[config.mk]
export PLATFORM = sky130hd
export DESIGN_NAME = triangle_face_normal
export DESIGN_NICKNAME = d
export VERILOG_FILES = /design/src/design/tfn_pkg.sv /design/src/design/triangle_face_normal.sv
export SDC_FILE = /design/constraint.sdc
export NUM_CORES = 2
export LEC_CHECK = 0
export BUFFER_PORTS_ARGS = -buffer_cell sky130_fd_sc_hd__buf_2
export CELL_PAD_IN_SITES_DETAIL_PLACEMENT = 1
export CELL_PAD_IN_SITES_GLOBAL_PLACEMENT = 2
export CORE_UTILIZATION = 37
export CTS_CLUSTER_SIZE = 30
export DETAILED_ROUTE_END_ITERATION = 12
export PLACE_DENSITY_LB_ADDON = 0.1
export SYNTH_ARGS = -nofsm -noshare
export SYNTH_HDL_FRONTEND = slang
export SYNTH_SLANG_ARGS = --single-unit
[constraint.sdc]
create_clock -name clk -period 11.4 [get_ports clk]
set_clock_uncertainty 0.2 [all_clocks]
set_input_delay 3.42 -clock clk [delete_from_list [all_inputs] [get_ports clk]]
set_output_delay 3.42 -clock clk [all_outputs]
set_load 0.01 [all_outputs]
[src/design/tfn_pkg.sv]
package tfn_pkg;

  // Field widths of the stream items
  localparam int COORD_W = 16;
  localparam int INDEX_W = 16;
  localparam int OUT_W   = 16;
  localparam int CNT_W   = 16;

  // Datapath widths
  localparam int DIFF_W    = COORD_W + 1;        // edge vector component
  localparam int CROSS_W   = 2 * DIFF_W + 1;     // signed cross product component
  localparam int MAG_W     = CROSS_W - 1;        // its magnitude
  localparam int SCL_W     = 20;                 // magnitude after block scaling
  localparam int MUL_W     = SCL_W + 1;          // signed multiplier operand
  localparam int PROD_W    = 2 * MUL_W;
  localparam int SUM_W     = 2 * SCL_W + 2;      // sum of three squares
  localparam int RAD_W     = SUM_W + SCL_W;      // square root radicand
  localparam int ROOT_W    = RAD_W / 2;
  localparam int DIV_SHIFT = 24;
  localparam int NUM_W     = DIV_SHIFT + SCL_W + 2;
  localparam int QUO_W     = 16;
  localparam int STEP_W    = 5;

  localparam logic [QUO_W-1:0] ONE_Q14 = QUO_W'(16384);

  // Saturate a quotient to one in Q1.14 and give it the component sign
  function automatic logic [OUT_W-1:0] q14_pack(input logic [QUO_W-1:0] q, input logic neg);
    logic [OUT_W-1:0] sat;
    sat = (q > ONE_Q14) ? OUT_W'(ONE_Q14) : OUT_W'(q);
    return neg ? OUT_W'(-sat) : sat;
  endfunction

endpackage

[src/design/triangle_face_normal.sv]
// Triangle face normal unit.
// Slave stream s_*: one triangle per transfer, tdata holds from bit 0 up the
// indices a, b, c and the corners a_x a_y a_z b_x b_y b_z c_x c_y c_z, 16 bits
// each, coordinates signed Q7.8. Master stream m_*: one result per triangle,
// tdata holds the three indices and normal x, y, z in signed Q1.14; tuser is
// the degenerate flag (zero normal), tlast marks the last triangle of a pass.
// cfg_we/cfg_wdata write the triangle count of a pass; write it while idle.
// One triangle at a time goes through a shared 21x21 multiplier and one
// shared 62-bit subtractor under a sequencer: cross product, block scaling
// by k one-bit shifts (k = distance of the largest component's bit length
// from 20, 0..19), sum of squares, square root at one root bit a cycle and
// division of each of the three components at one quotient bit a cycle.
// A degenerate triangle leaves the sequence after the cross product check.
// s_tready rises again together with m_tvalid.
// A finished result waits in the output register while the next triangle is
// taken and worked on; when the receiver stalls, the sequencer waits in idle
// with the result held and takes no new triangle until the output register is free.
// Reset clears the pass counter, sets the triangle count to 1 and empties
// the output register.
module triangle_face_normal
  import tfn_pkg::*;
(
  input  logic                 clk,
  input  logic                 rst,
  input  logic                 cfg_we,
  input  logic [CNT_W-1:0]     cfg_wdata,
  input  logic                 s_tvalid,
  output logic                 s_tready,
  // a_idx, b_idx, c_idx, a_x, a_y, a_z, b_x, b_y, b_z, c_x, c_y, c_z
  input  logic [191:0]         s_tdata,
  output logic                 m_tvalid,
  input  logic                 m_tready,
  // a_idx, b_idx, c_idx, normal_x, normal_y, normal_z
  output logic [95:0]          m_tdata,
  // degenerate
  output logic [0:0]           m_tuser,
  output logic                 m_tlast
);

  typedef enum logic [2:0] {
    ST_IDLE, ST_MUL, ST_CHK, ST_SCALE, ST_SQR, ST_SQRT, ST_DLOAD, ST_DIV
  } state_t;

  state_t state;
  logic   fin;

  logic [INDEX_W-1:0]        idx [3];
  logic signed [DIFF_W-1:0]  u [3];
  logic signed [DIFF_W-1:0]  v [3];
  logic signed [PROD_W-1:0]  prod;
  logic signed [CROSS_W-1:0] xc [3];
  logic [MAG_W-1:0]          mag [3];
  logic                      neg [3];
  logic [MAG_W-1:0]          orv;
  logic [SUM_W-1:0]          ssum;
  logic [RAD_W-1:0]          sq_n;
  logic [RAD_W-1:0]          sq_res;
  logic [RAD_W-1:0]          sq_bit;
  logic [ROOT_W-1:0]         root;
  logic [NUM_W-1:0]          rem;
  logic [NUM_W-1:0]          dreg;
  logic [QUO_W-1:0]          quo;
  logic [STEP_W-1:0]         step;
  logic [1:0]                comp;
  logic [OUT_W-1:0]          nrm [3];
  logic                      degen;
  logic [CNT_W-1:0]          done_cnt;
  logic [CNT_W-1:0]          tri_count;

  logic signed [COORD_W-1:0] crd [9];
  logic signed [MUL_W-1:0]   mul_a, mul_b;
  logic [RAD_W-1:0]          sub_a, sub_b;
  logic [RAD_W:0]            sub_diff;
  logic                      sub_ge;
  logic [MAG_W-1:0]          xmag [3];
  logic [SUM_W-1:0]          sum_next;
  logic [RAD_W-1:0]          res_next;
  logic [QUO_W-1:0]          quo_next;
  logic [CNT_W-1:0]          cnt_next;
  logic                      cnt_last;
  logic                      out_load;

  assign s_tready = (state == ST_IDLE) && !fin;

  // Unpack the corner coordinates
  always_comb begin
    for (int i = 0; i < 9; i++) begin
      crd[i] = s_tdata[(3 + i) * COORD_W +: COORD_W];
    end
  end

  // Select shared multiplier operands
  always_comb begin
    mul_a = '0;
    mul_b = '0;
    if (state == ST_MUL) begin
      case (step)
        5'd0: begin mul_a = MUL_W'(u[1]); mul_b = MUL_W'(v[2]); end
        5'd1: begin mul_a = MUL_W'(u[2]); mul_b = MUL_W'(v[1]); end
        5'd2: begin mul_a = MUL_W'(u[2]); mul_b = MUL_W'(v[0]); end
        5'd3: begin mul_a = MUL_W'(u[0]); mul_b = MUL_W'(v[2]); end
        5'd4: begin mul_a = MUL_W'(u[0]); mul_b = MUL_W'(v[1]); end
        5'd5: begin mul_a = MUL_W'(u[1]); mul_b = MUL_W'(v[0]); end
        default: ;
      endcase
    end else if (state == ST_SQR) begin
      case (step)
        5'd0: begin mul_a = {1'b0, mag[0][SCL_W-1:0]}; mul_b = {1'b0, mag[0][SCL_W-1:0]}; end
        5'd1: begin mul_a = {1'b0, mag[1][SCL_W-1:0]}; mul_b = {1'b0, mag[1][SCL_W-1:0]}; end
        5'd2: begin mul_a = {1'b0, mag[2][SCL_W-1:0]}; mul_b = {1'b0, mag[2][SCL_W-1:0]}; end
        default: ;
      endcase
    end
  end

  // Shared subtractor: square root trial and division trial
  always_comb begin
    if (state == ST_SQRT) begin
      sub_a = sq_n;
      // res and bit never overlap here, so res + bit is an OR
      sub_b = sq_res | sq_bit;
    end else begin
      sub_a = RAD_W'(rem);
      sub_b = RAD_W'(dreg);
    end
    sub_diff = {1'b0, sub_a} - {1'b0, sub_b};
    sub_ge   = !sub_diff[RAD_W];
  end

  // Magnitudes, running sums and next values
  always_comb begin
    for (int i = 0; i < 3; i++) begin
      xmag[i] = xc[i][CROSS_W-1] ? MAG_W'(-xc[i]) : MAG_W'(xc[i]);
    end
    sum_next = ssum + SUM_W'(prod);
    res_next = sub_ge ? ((sq_res >> 1) | sq_bit) : (sq_res >> 1);
    quo_next = {quo[QUO_W-2:0], sub_ge};
    cnt_next = done_cnt + CNT_W'(1);
    cnt_last = (cnt_next == tri_count);
    out_load = fin && (!m_tvalid || m_tready);
  end

  // Sequencer, datapath registers and output register
  always_ff @(posedge clk) begin
    prod <= mul_a * mul_b;

    if (rst) begin
      state     <= ST_IDLE;
      fin       <= 1'b0;
      step      <= '0;
      comp      <= '0;
      m_tvalid  <= 1'b0;
      done_cnt  <= '0;
      tri_count <= CNT_W'(1);
    end else begin
      if (cfg_we) begin
        tri_count <= cfg_wdata;
      end

      // Load a finished result, else drop the one just transferred
      if (out_load) begin
        m_tvalid <= 1'b1;
        m_tdata  <= {nrm[2], nrm[1], nrm[0], idx[2], idx[1], idx[0]};
        m_tuser  <= degen;
        m_tlast  <= cnt_last;
        done_cnt <= cnt_last ? '0 : cnt_next;
        fin      <= 1'b0;
      end else if (m_tready) begin
        m_tvalid <= 1'b0;
      end

      unique case (state)
        ST_IDLE: begin
          if (s_tvalid && s_tready) begin
            for (int i = 0; i < 3; i++) begin
              idx[i] <= s_tdata[i * INDEX_W +: INDEX_W];
              u[i]   <= DIFF_W'(crd[i]) - DIFF_W'(crd[3 + i]);
              v[i]   <= DIFF_W'(crd[i]) - DIFF_W'(crd[6 + i]);
            end
            step  <= '0;
            state <= ST_MUL;
          end
        end

        // Accumulate the cross product one product behind the issue
        ST_MUL: begin
          case (step)
            5'd1: xc[0] <= CROSS_W'(prod);
            5'd2: xc[0] <= xc[0] - CROSS_W'(prod);
            5'd3: xc[1] <= CROSS_W'(prod);
            5'd4: xc[1] <= xc[1] - CROSS_W'(prod);
            5'd5: xc[2] <= CROSS_W'(prod);
            5'd6: xc[2] <= xc[2] - CROSS_W'(prod);
            default: ;
          endcase
          if (step == 5'd6) begin
            state <= ST_CHK;
          end else begin
            step <= step + 5'd1;
          end
        end

        // Split into sign and magnitude, catch the zero cross product
        ST_CHK: begin
          for (int i = 0; i < 3; i++) begin
            mag[i] <= xmag[i];
            neg[i] <= xc[i][CROSS_W-1];
            nrm[i] <= '0;
          end
          orv <= xmag[0] | xmag[1] | xmag[2];
          if ((xmag[0] | xmag[1] | xmag[2]) == '0) begin
            degen <= 1'b1;
            fin   <= 1'b1;
            state <= ST_IDLE;
          end else begin
            degen <= 1'b0;
            state <= ST_SCALE;
          end
        end

        // Shift one bit a cycle until the largest magnitude is in [2^19, 2^20)
        ST_SCALE: begin
          if (orv[MAG_W-1:SCL_W] != '0) begin
            for (int i = 0; i < 3; i++) begin
              mag[i] <= mag[i] >> 1;
            end
            orv <= orv >> 1;
          end else if (!orv[SCL_W-1]) begin
            for (int i = 0; i < 3; i++) begin
              mag[i] <= mag[i] << 1;
            end
            orv <= orv << 1;
          end else begin
            ssum  <= '0;
            step  <= '0;
            state <= ST_SQR;
          end
        end

        // Sum the squares, then load the square root radicand
        ST_SQR: begin
          if (step != '0) begin
            ssum <= sum_next;
          end
          if (step == 5'd3) begin
            sq_n   <= {sum_next, {SCL_W{1'b0}}};
            sq_res <= '0;
            sq_bit <= RAD_W'(1) << (RAD_W - 2);
            step   <= '0;
            state  <= ST_SQRT;
          end else begin
            step <= step + 5'd1;
          end
        end

        // One root bit per cycle
        ST_SQRT: begin
          if (sub_ge) begin
            sq_n <= sub_diff[RAD_W-1:0];
          end
          sq_res <= res_next;
          sq_bit <= sq_bit >> 2;
          if (step == STEP_W'(ROOT_W - 1)) begin
            root  <= res_next[ROOT_W-1:0];
            comp  <= '0;
            state <= ST_DLOAD;
          end else begin
            step <= step + 5'd1;
          end
        end

        // Load the rounded dividend of one component
        ST_DLOAD: begin
          rem   <= NUM_W'({mag[comp][SCL_W-1:0], {DIV_SHIFT{1'b0}}}) + NUM_W'(root >> 1);
          dreg  <= NUM_W'(root) << (QUO_W - 1);
          quo   <= '0;
          step  <= '0;
          state <= ST_DIV;
        end

        // One quotient bit per cycle
        ST_DIV: begin
          if (sub_ge) begin
            rem <= sub_diff[NUM_W-1:0];
          end
          quo  <= quo_next;
          dreg <= dreg >> 1;
          if (step == STEP_W'(QUO_W - 1)) begin
            nrm[comp] <= q14_pack(quo_next, neg[comp]);
            if (comp == 2'd2) begin
              fin   <= 1'b1;
              state <= ST_IDLE;
            end else begin
              comp  <= comp + 2'd1;
              state <= ST_DLOAD;
            end
          end else begin
            step <= step + 5'd1;
          end
        end

        default: state <= ST_IDLE;
      endcase
    end
  end

`ifndef SYNTH
  a_degen_zero: assert property (@(posedge clk) disable iff (rst)
    m_tvalid && m_tuser[0] |-> m_tdata[95:48] == '0)
    else $error("degenerate result with nonzero normal");

  a_normal_nonzero: assert property (@(posedge clk) disable iff (rst)
    m_tvalid && !m_tuser[0] |-> m_tdata[95:48] != '0)
    else $error("regular result with zero normal");

  a_busy_after_take: assert property (@(posedge clk) disable iff (rst)
    s_tvalid && s_tready |=> !s_tready)
    else $error("input taken while a triangle is in work");

  a_pass_wrap: assert property (@(posedge clk) disable iff (rst)
    out_load && cnt_last |=> done_cnt == '0 && m_tlast && m_tvalid)
    else $error("pass counter not cleared on last triangle");
`endif

endmodule
==> Word-level counts from Yosys, hierarchy flattened <==
Memories as Yosys holds them, arrays and structs flattened. A register that Yosys moved wholly into a read port is not among the register bits.
Cells that the tools add are included.
{ "totals": {"register_bits": 489, "latchBits": 0, "mem_bits_rw": 408, "mem_bits_ro": 0, "input_bits": 213, "out_inout_bits": 100, "word_cells": 265, "mem_count": 7} }
{ "op_classes": {"addsub": 19, "n_mul": 1, "div_mod_pow": 0, "order_cmp": 1, "n_eq_ne": 32, "shifts": 0, "muxes": 129, "bitwise": 14, "n_reduce_logical": 41} }
{ "mem_list": {"columns": ["name", "depth", "word_bits", "rd", "rd_clocked_by_memory_dff", "write_ports", "line", "text"], "rows": [
  ["xc", 3, 35, 3, 0, 1, "triangle_face_normal.sv:51", "logic signed [CROSS_W-1:0] xc [3];"],
  ["mag", 3, 34, 4, 1, 3, "triangle_face_normal.sv:52", "logic [MAG_W-1:0] mag [3];"],
  ["u", 3, 17, 3, 0, 3, "triangle_face_normal.sv:48", "logic signed [DIFF_W-1:0] u [3];"],
  ["v", 3, 17, 3, 0, 3, "triangle_face_normal.sv:49", "logic signed [DIFF_W-1:0] v [3];"],
  ["idx", 3, 16, 3, 3, 3, "triangle_face_normal.sv:47", "logic [INDEX_W-1:0] idx [3];"],
  ["nrm", 3, 16, 3, 3, 3, "triangle_face_normal.sv:65", "logic [OUT_W-1:0] nrm [3];"],
  ["+1 memories", null, null, null, null, null, null, null]
]} }
{ "op_table": {"columns": ["operator", "count"], "rows": [
  ["62-bit 2-to-1 mux", 7],
  ["34-bit 2-to-1 mux", 11],
  ["62-bit case mux with 2 select lines", 3],
  ["46-bit case mux with 2 select lines", 2],
  ["35-bit 2-to-1 mux", 5],
  ["42-bit 2-to-1 mux", 3],
  ["21-bit case mux with 3 select lines", 2],
  ["35-bit subtractor", 3],
  ["34-bit negator", 3],
  ["16-bit by 16-bit subtractor with 17-bit output", 6],
  ["42-bit case mux with 2 select lines", 1],
  ["35-bit OR reduction", 2],
  ["34-bit OR", 2],
  ["34-bit case mux with 2 select lines", 1],
  ["16-bit 2-to-1 mux", 4],
  ["62-bit by 62-bit subtractor with 63-bit output", 1],
  ["61-bit by 62-bit OR with 62-bit output", 1],
  ["62-bit OR", 1],
  ["20-bit case mux with 3 select lines", 1],
  ["1-bit 2-to-1 mux", 54],
  ["46-bit 2-to-1 mux", 1],
  ["44-bit by 30-bit adder with 45-bit output", 1],
  ["42-bit adder", 1],
  ["21-bit by 21-bit multiplier with 42-bit output", 1],
  ["47 further kinds", 120]
]} }

==> Depth between registers and ports, before layout <==
{ "depth": {"word_depth": 9, "ltp_mapped": 38} }

==> Worst setup path before layout <==
Ideal clock, no wire load.
{ "synth_path": {"kind": "input -> register", "startpoint": "input port rst", "endpoint": "register sq_n[0] (enable)", "arrival_time_ps": 10765, "slack_ps": -141, "path_stages": 5, "n_path_buf": 2, "cell_sequence": "clkbuf_1 > buf_1 > nor2_1 > and3_1 > a21boi_0"} }
{ "synth_between": {"elab_chain_cells": 2} }
{ "synth_rtl": {"columns": ["item", "line", "text"], "rows": [
  ["from (decl)", "triangle_face_normal.sv:24", "input logic rst,"],
  ["1-bit NOT (no source line)", null, null],
  ["4-bit AND reduction (no source line)", null, null],
  ["to (signal assigned)", "triangle_face_normal.sv:246", "sq_n <= {sum_next, {SCL_W{1'b0}}};"],
  ["to (signal assigned)", "triangle_face_normal.sv:259", "sq_n <= sub_diff[RAD_W-1:0];"],
  ["to (decl)", "triangle_face_normal.sv:56", "logic [RAD_W-1:0] sq_n;"]
]} }
No other way between the ends.
A chain may end at the register's enable or synchronous reset.

==> Final worst setup path <==
{ "layout_path": {"startpoint": "register step[3]", "endpoint": "register prod[37]"} }
{ "layout_between": {"elab_chain_cells": 5, "word_cells_on_any_way": 19, "cone_classes": "mul (1); eq/ne (5); mux (6); reduce/logical (7)"} }
{ "layout_rtl": {"columns": ["item", "line", "text"], "rows": [
  ["from (decl)", "triangle_face_normal.sv:63", "logic [STEP_W-1:0] step;"],
  ["from (signal assigned)", "triangle_face_normal.sv:199", "step <= step + 5'd1;"],
  ["from (signal assigned)", "triangle_face_normal.sv:252", "step <= step + 5'd1;"],
  ["from (signal assigned)", "triangle_face_normal.sv:268", "step <= step + 5'd1;"],
  ["5-bit by 2-bit equality test with 1-bit output (tied with other cells)", "triangle_face_normal.sv:97, triangle_face_normal.sv:107", null],
  ["20-bit case mux with 3 select lines or 2-bit OR reduction (tied branches)", null, null],
  ["20-bit 2-to-1 mux or 21-bit case mux with 3 select lines (tied branches)", "triangle_face_normal.sv:106, triangle_face_normal.sv:97", null],
  ["21-bit 2-to-1 mux", "triangle_face_normal.sv:96", "if (state == ST_MUL) begin"],
  ["21-bit by 21-bit multiplier with 42-bit output *", "triangle_face_normal.sv:145", "prod <= mul_a * mul_b;"],
  ["to (signal assigned)", "triangle_face_normal.sv:145", null],
  ["to (decl)", "triangle_face_normal.sv:50", "logic signed [PROD_W-1:0] prod;"]
]} }
Mark *: on every way between the ends. The rest lies on a longest branch, timed or not.

==> summary.txt <==
Setup Viol. Count Final -> 0
Routed wl met2 -> 125400 um
Pint -> 10.23 mW
M1 wire length -> 113600 um
Hold Path End -> m_tdata[9]$_DFFE_PP_
Failing checks -> slew limit
PortBufs -> 312
Routed WL -> 259900 um
Slew HR -> -0.02435
Antenna violations before repair -> 16
Area grow syn2layout -> 12.24%
Clk sinks -> 963
Worst Hold Margin -> 217.7 ps
Global-route wire length before repair -> 390900 um
Number of routed nets with antenna violations -> 0
Drt via density -> 5.469
Starting density of the core -> 0.3730
CP Data Arrival Time -> 11330 ps
Post-CTS Setup Bufs -> 0
Commonest non-fill, non-tap cell in the layout -> nand2_1
Die area -> 201000 um^2
Minimum clock period -> 10890 ps
Clock power share -> 0.219
Clock root buffer -> clkbuf_16
CTS max path bufs -> 3
Die H -> 448.3 um
Leak Pwr -> 35.04 nW
Peak VDD IR -> 296.7 uV
RSZ-0062 raised after global routing -> false
CP max FO -> 18
Flop pwr share -> 0.264
Rows -> 163
Routed met3 length -> 10610 um
Max Clk Rate -> 91.81 MHz
Crit. End Element -> flop
Cells after Synth -> 7744
Asr flop ratio synth -> 0
Dpl cells -> 10520
FILL cells -> 22350
Unique masters post-synth -> 85
GPL Wtd Cong -> 0.9300
FF-to-FF setup slack -> 510 ps
Path depth of the worst reg2reg path -> 32
Period Utilization, post-route -> 0.9555
Core Region -> 197600 um^2
Max_cap viols -> 0
Outcome -> finished with violations
Mean Syn Cell Area -> 9.518 um^2
Largest net degree at the start of global routing -> 151
Clk Latency, worst-skew pair -> 810 ps
Die X-Extent -> 448.3 um
Final setup TNS -> 0 ps
Worst hold start -> idx[0][9]$_DFFE_PP_
Number of enable flip-flop cells after synthesis -> 875
Clock transition at path regs -> 60 ps
H-tree depth -> 3
Initial detailed-routing violation count -> 3972
Slew @ Worst Pin -> 1537 ps
CP dominant cell by count -> fa_1
Global Route Usage Sum -> 0.2585
Crit path required time -> 11840 ps
Sw Ratio -> 0.4425
Max incr delay on CP -> 1280 ps
Critical path type -> reg2reg
Worst reg2reg startpoint -> step[3]$_SDFFE_PP0P_
Pwr dens -> 221.8 nW/um^2
Final Max Slew Viols -> 1
Total number of vias -> 58720
FF-to-FF End -> prod[37]$_DFF_P_
Synth warn -> 0
Non-Filler Instances -> 10740
Dominant synthesized flop cell -> edfxtp_1
Ratio of cells with drive above 1 in the final layout -> 0.09106
CTS tree -> done
Syn_nets -> 8858
Drc violations -> 0
Total congestion overflow -> 0
HPWL Detailed -> 203900 um
CP max-delay cell -> a222oi_1
Fin nets -> 9107
Combinational share of power -> 0.516
Endpoints failing hold -> 0
Critical Path Start Type -> flop
Vias in the first global route -> 61590
Sequential area share after synthesis -> 0.3804
Total CTS buffers -> 115
Worst hold path cell count -> 0
Hold Path Class -> reg2reg
Most frequent cells in the layout -> nand2_1, edfxtp_1, inv_1, nor2_1, o21ai_0
FF+latch count, synth -> 963
Post-synth design cell area -> 73710 um^2
Drt pass-1 iters -> 7
Max layer used -> met5
P_sw -> 8.121 mW
Routed len/inst -> 24.21 um
I/O Pins -> 313
area by class of cell:
cell class,count,area [um^2],share of cell area
sequential,963,28040,0.3389
inverter,830,3118,0.03769
multi-input combinational,5631,41520,0.5019
tap,2640,3303,0.03993
timing repair buffer,452,2650,0.03203
clock inverter,77,1022,0.01236
clock buffer,141,3067,0.03707
antenna,3,7.507,0.00009074
critical path: cells and delay by family, from the launching register on:
family | cells | cell delay (ps)
DFF | 1 | 420
xor gates and xnor gates | 1 | 160
and+or+nand+nor | 7 | 2220
buffers and inverters | 7 | 790
AOI/OAI and AO/OA | 9 | 3350
adders and majority gates | 8 | 3580
sequential cells by signal (all words and copies together), names as in the netlist, 34 cells and up, named ones only:
| register | flops |
|---|---|
| sq_n | 62 |
| rem | 46 |
| prod | 42 |
| nrm | 48 |
| mag | 102 |
| dreg | 46 |
| xc | 105 |
| idx | 48 |
| sq_res | 61 |
| v | 51 |
| ssum | 42 |
| m_tdata | 96 |
| u | 51 |
| orv | 34 |
stage by stage:
step | worst slack [ps] | power [mW] | util | instance area [um^2]
floorplan | 263.4 | 11.16 | - | 73710
global placement | 734.8 | 14.17 | 0.3979 | 78640
detailed placement | 477.0 | 14.42 | 0.3979 | 78640
CTS | 390.0 | 18.52 | 0.4186 | 82720
global route | 21.64 | 19.71 | 0.4186 | 82730
finish | 507.8 | 18.35 | 0.4186 | 82730
cells in the mapped netlist (9+ instances only):
cell type	n	area [um^2]
a211o_1	12	105.1
a211oi_1	71	533.0
a21boi_0	42	315.3
a21o_1	145	1089
a21oi_1	416	2082
a221oi_1	22	192.7
a222oi_1	22	220.2
a22oi_1	19	142.6
a31oi_1	48	300.3
a41oi_1	12	105.1
and2_1	129	807.0
and3_1	156	975.9
and4_1	9	78.83
buf_1	22	82.58
clkbuf_1	294	1104
dfxtp_1	88	1762
edfxtp_1	875	26280
fa_1	472	9449
ha_1	429	5368
inv_1	830	3115
mux2_2	11	123.9
mux2i_1	84	840.8
nand2_1	1018	3821
nand2b_1	54	337.8
nand3_1	119	595.6
nand4_1	39	244.0
nor2_1	685	2571
nor2b_1	57	356.6
nor3_1	103	515.5
nor3b_1	27	202.7
nor4_1	27	168.9
nor4b_1	9	78.83
o211ai_1	25	187.7
o21a_1	53	397.9
o21ai_0	535	2678
o21bai_1	32	240.2
o31ai_1	68	510.5
o41ai_1	26	227.7
or2_2	29	181.4
or3_1	76	475.5
or4_1	24	180.2
xnor2_1	214	1874
xor2_1	180	1577
power by group through the flow:
stage	Sequential (mW)	Clock [mW]	Combinational [mW]
2_1_floorplan	4.68	0	6.48
3_3_place_gp	4.92	0	9.24
3_5_place_dp	4.92	0	9.49
4_1_cts	4.85	4.12	9.55
5_1_grt	4.87	4.23	10.6
6_report	4.85	4.03	9.48
kinds of logic (layout without fill, tap and decap cells):
logic type | count (synthesis) | in the layout | synth area share
AO/OA/AOI/OAI | 1649 | 1649 | 0.1393
XOR/XNOR | 394 | 394 | 0.04682
adder cells (fa/ha/maj) | 901 | 901 | 0.2010
buffers and inverters | 1150 | 1500 | 0.05863
flip-flops | 963 | 963 | 0.3804
multiplexers | 95 | 95 | 0.01309
other | 0 | 3 | 0
AND/OR/NAND/NOR | 2592 | 2592 | 0.1608
what timing repair did:
item,CTS,global route
hold buffers,0,0
endpoints found under the setup margin,0,4
gates resized for setup,0,2
metal layers:
layer,track usage,vias to the layer above
li1,-,27240
met4,0.09703,10
met1,0.3338,29850
met3,0.02734,359
met2,0.4445,1262
met5,0,-
worst max-delay path by stage:
stage	slack, ps	to	start	depth (start not counted)
after global placement	730	prod[37]$_DFF_P_	step[4]$_SDFFE_PP0P_	35
after CTS	390	prod[37]$_DFF_P_	step[4]$_SDFFE_PP0P_	33
after global routing	20	prod[37]$_DFF_P_	step[4]$_SDFFE_PP0P_	35
after detailed placement	480	prod[37]$_DFF_P_	step[4]$_SDFFE_PP0P_	33
after floorplan	260	idx[0][0]$_DFFE_PP_	rst	4
final	510	prod[37]$_DFF_P_	step[3]$_SDFFE_PP0P_	32
No activity file was read; power rests on OpenSTA's default activity.
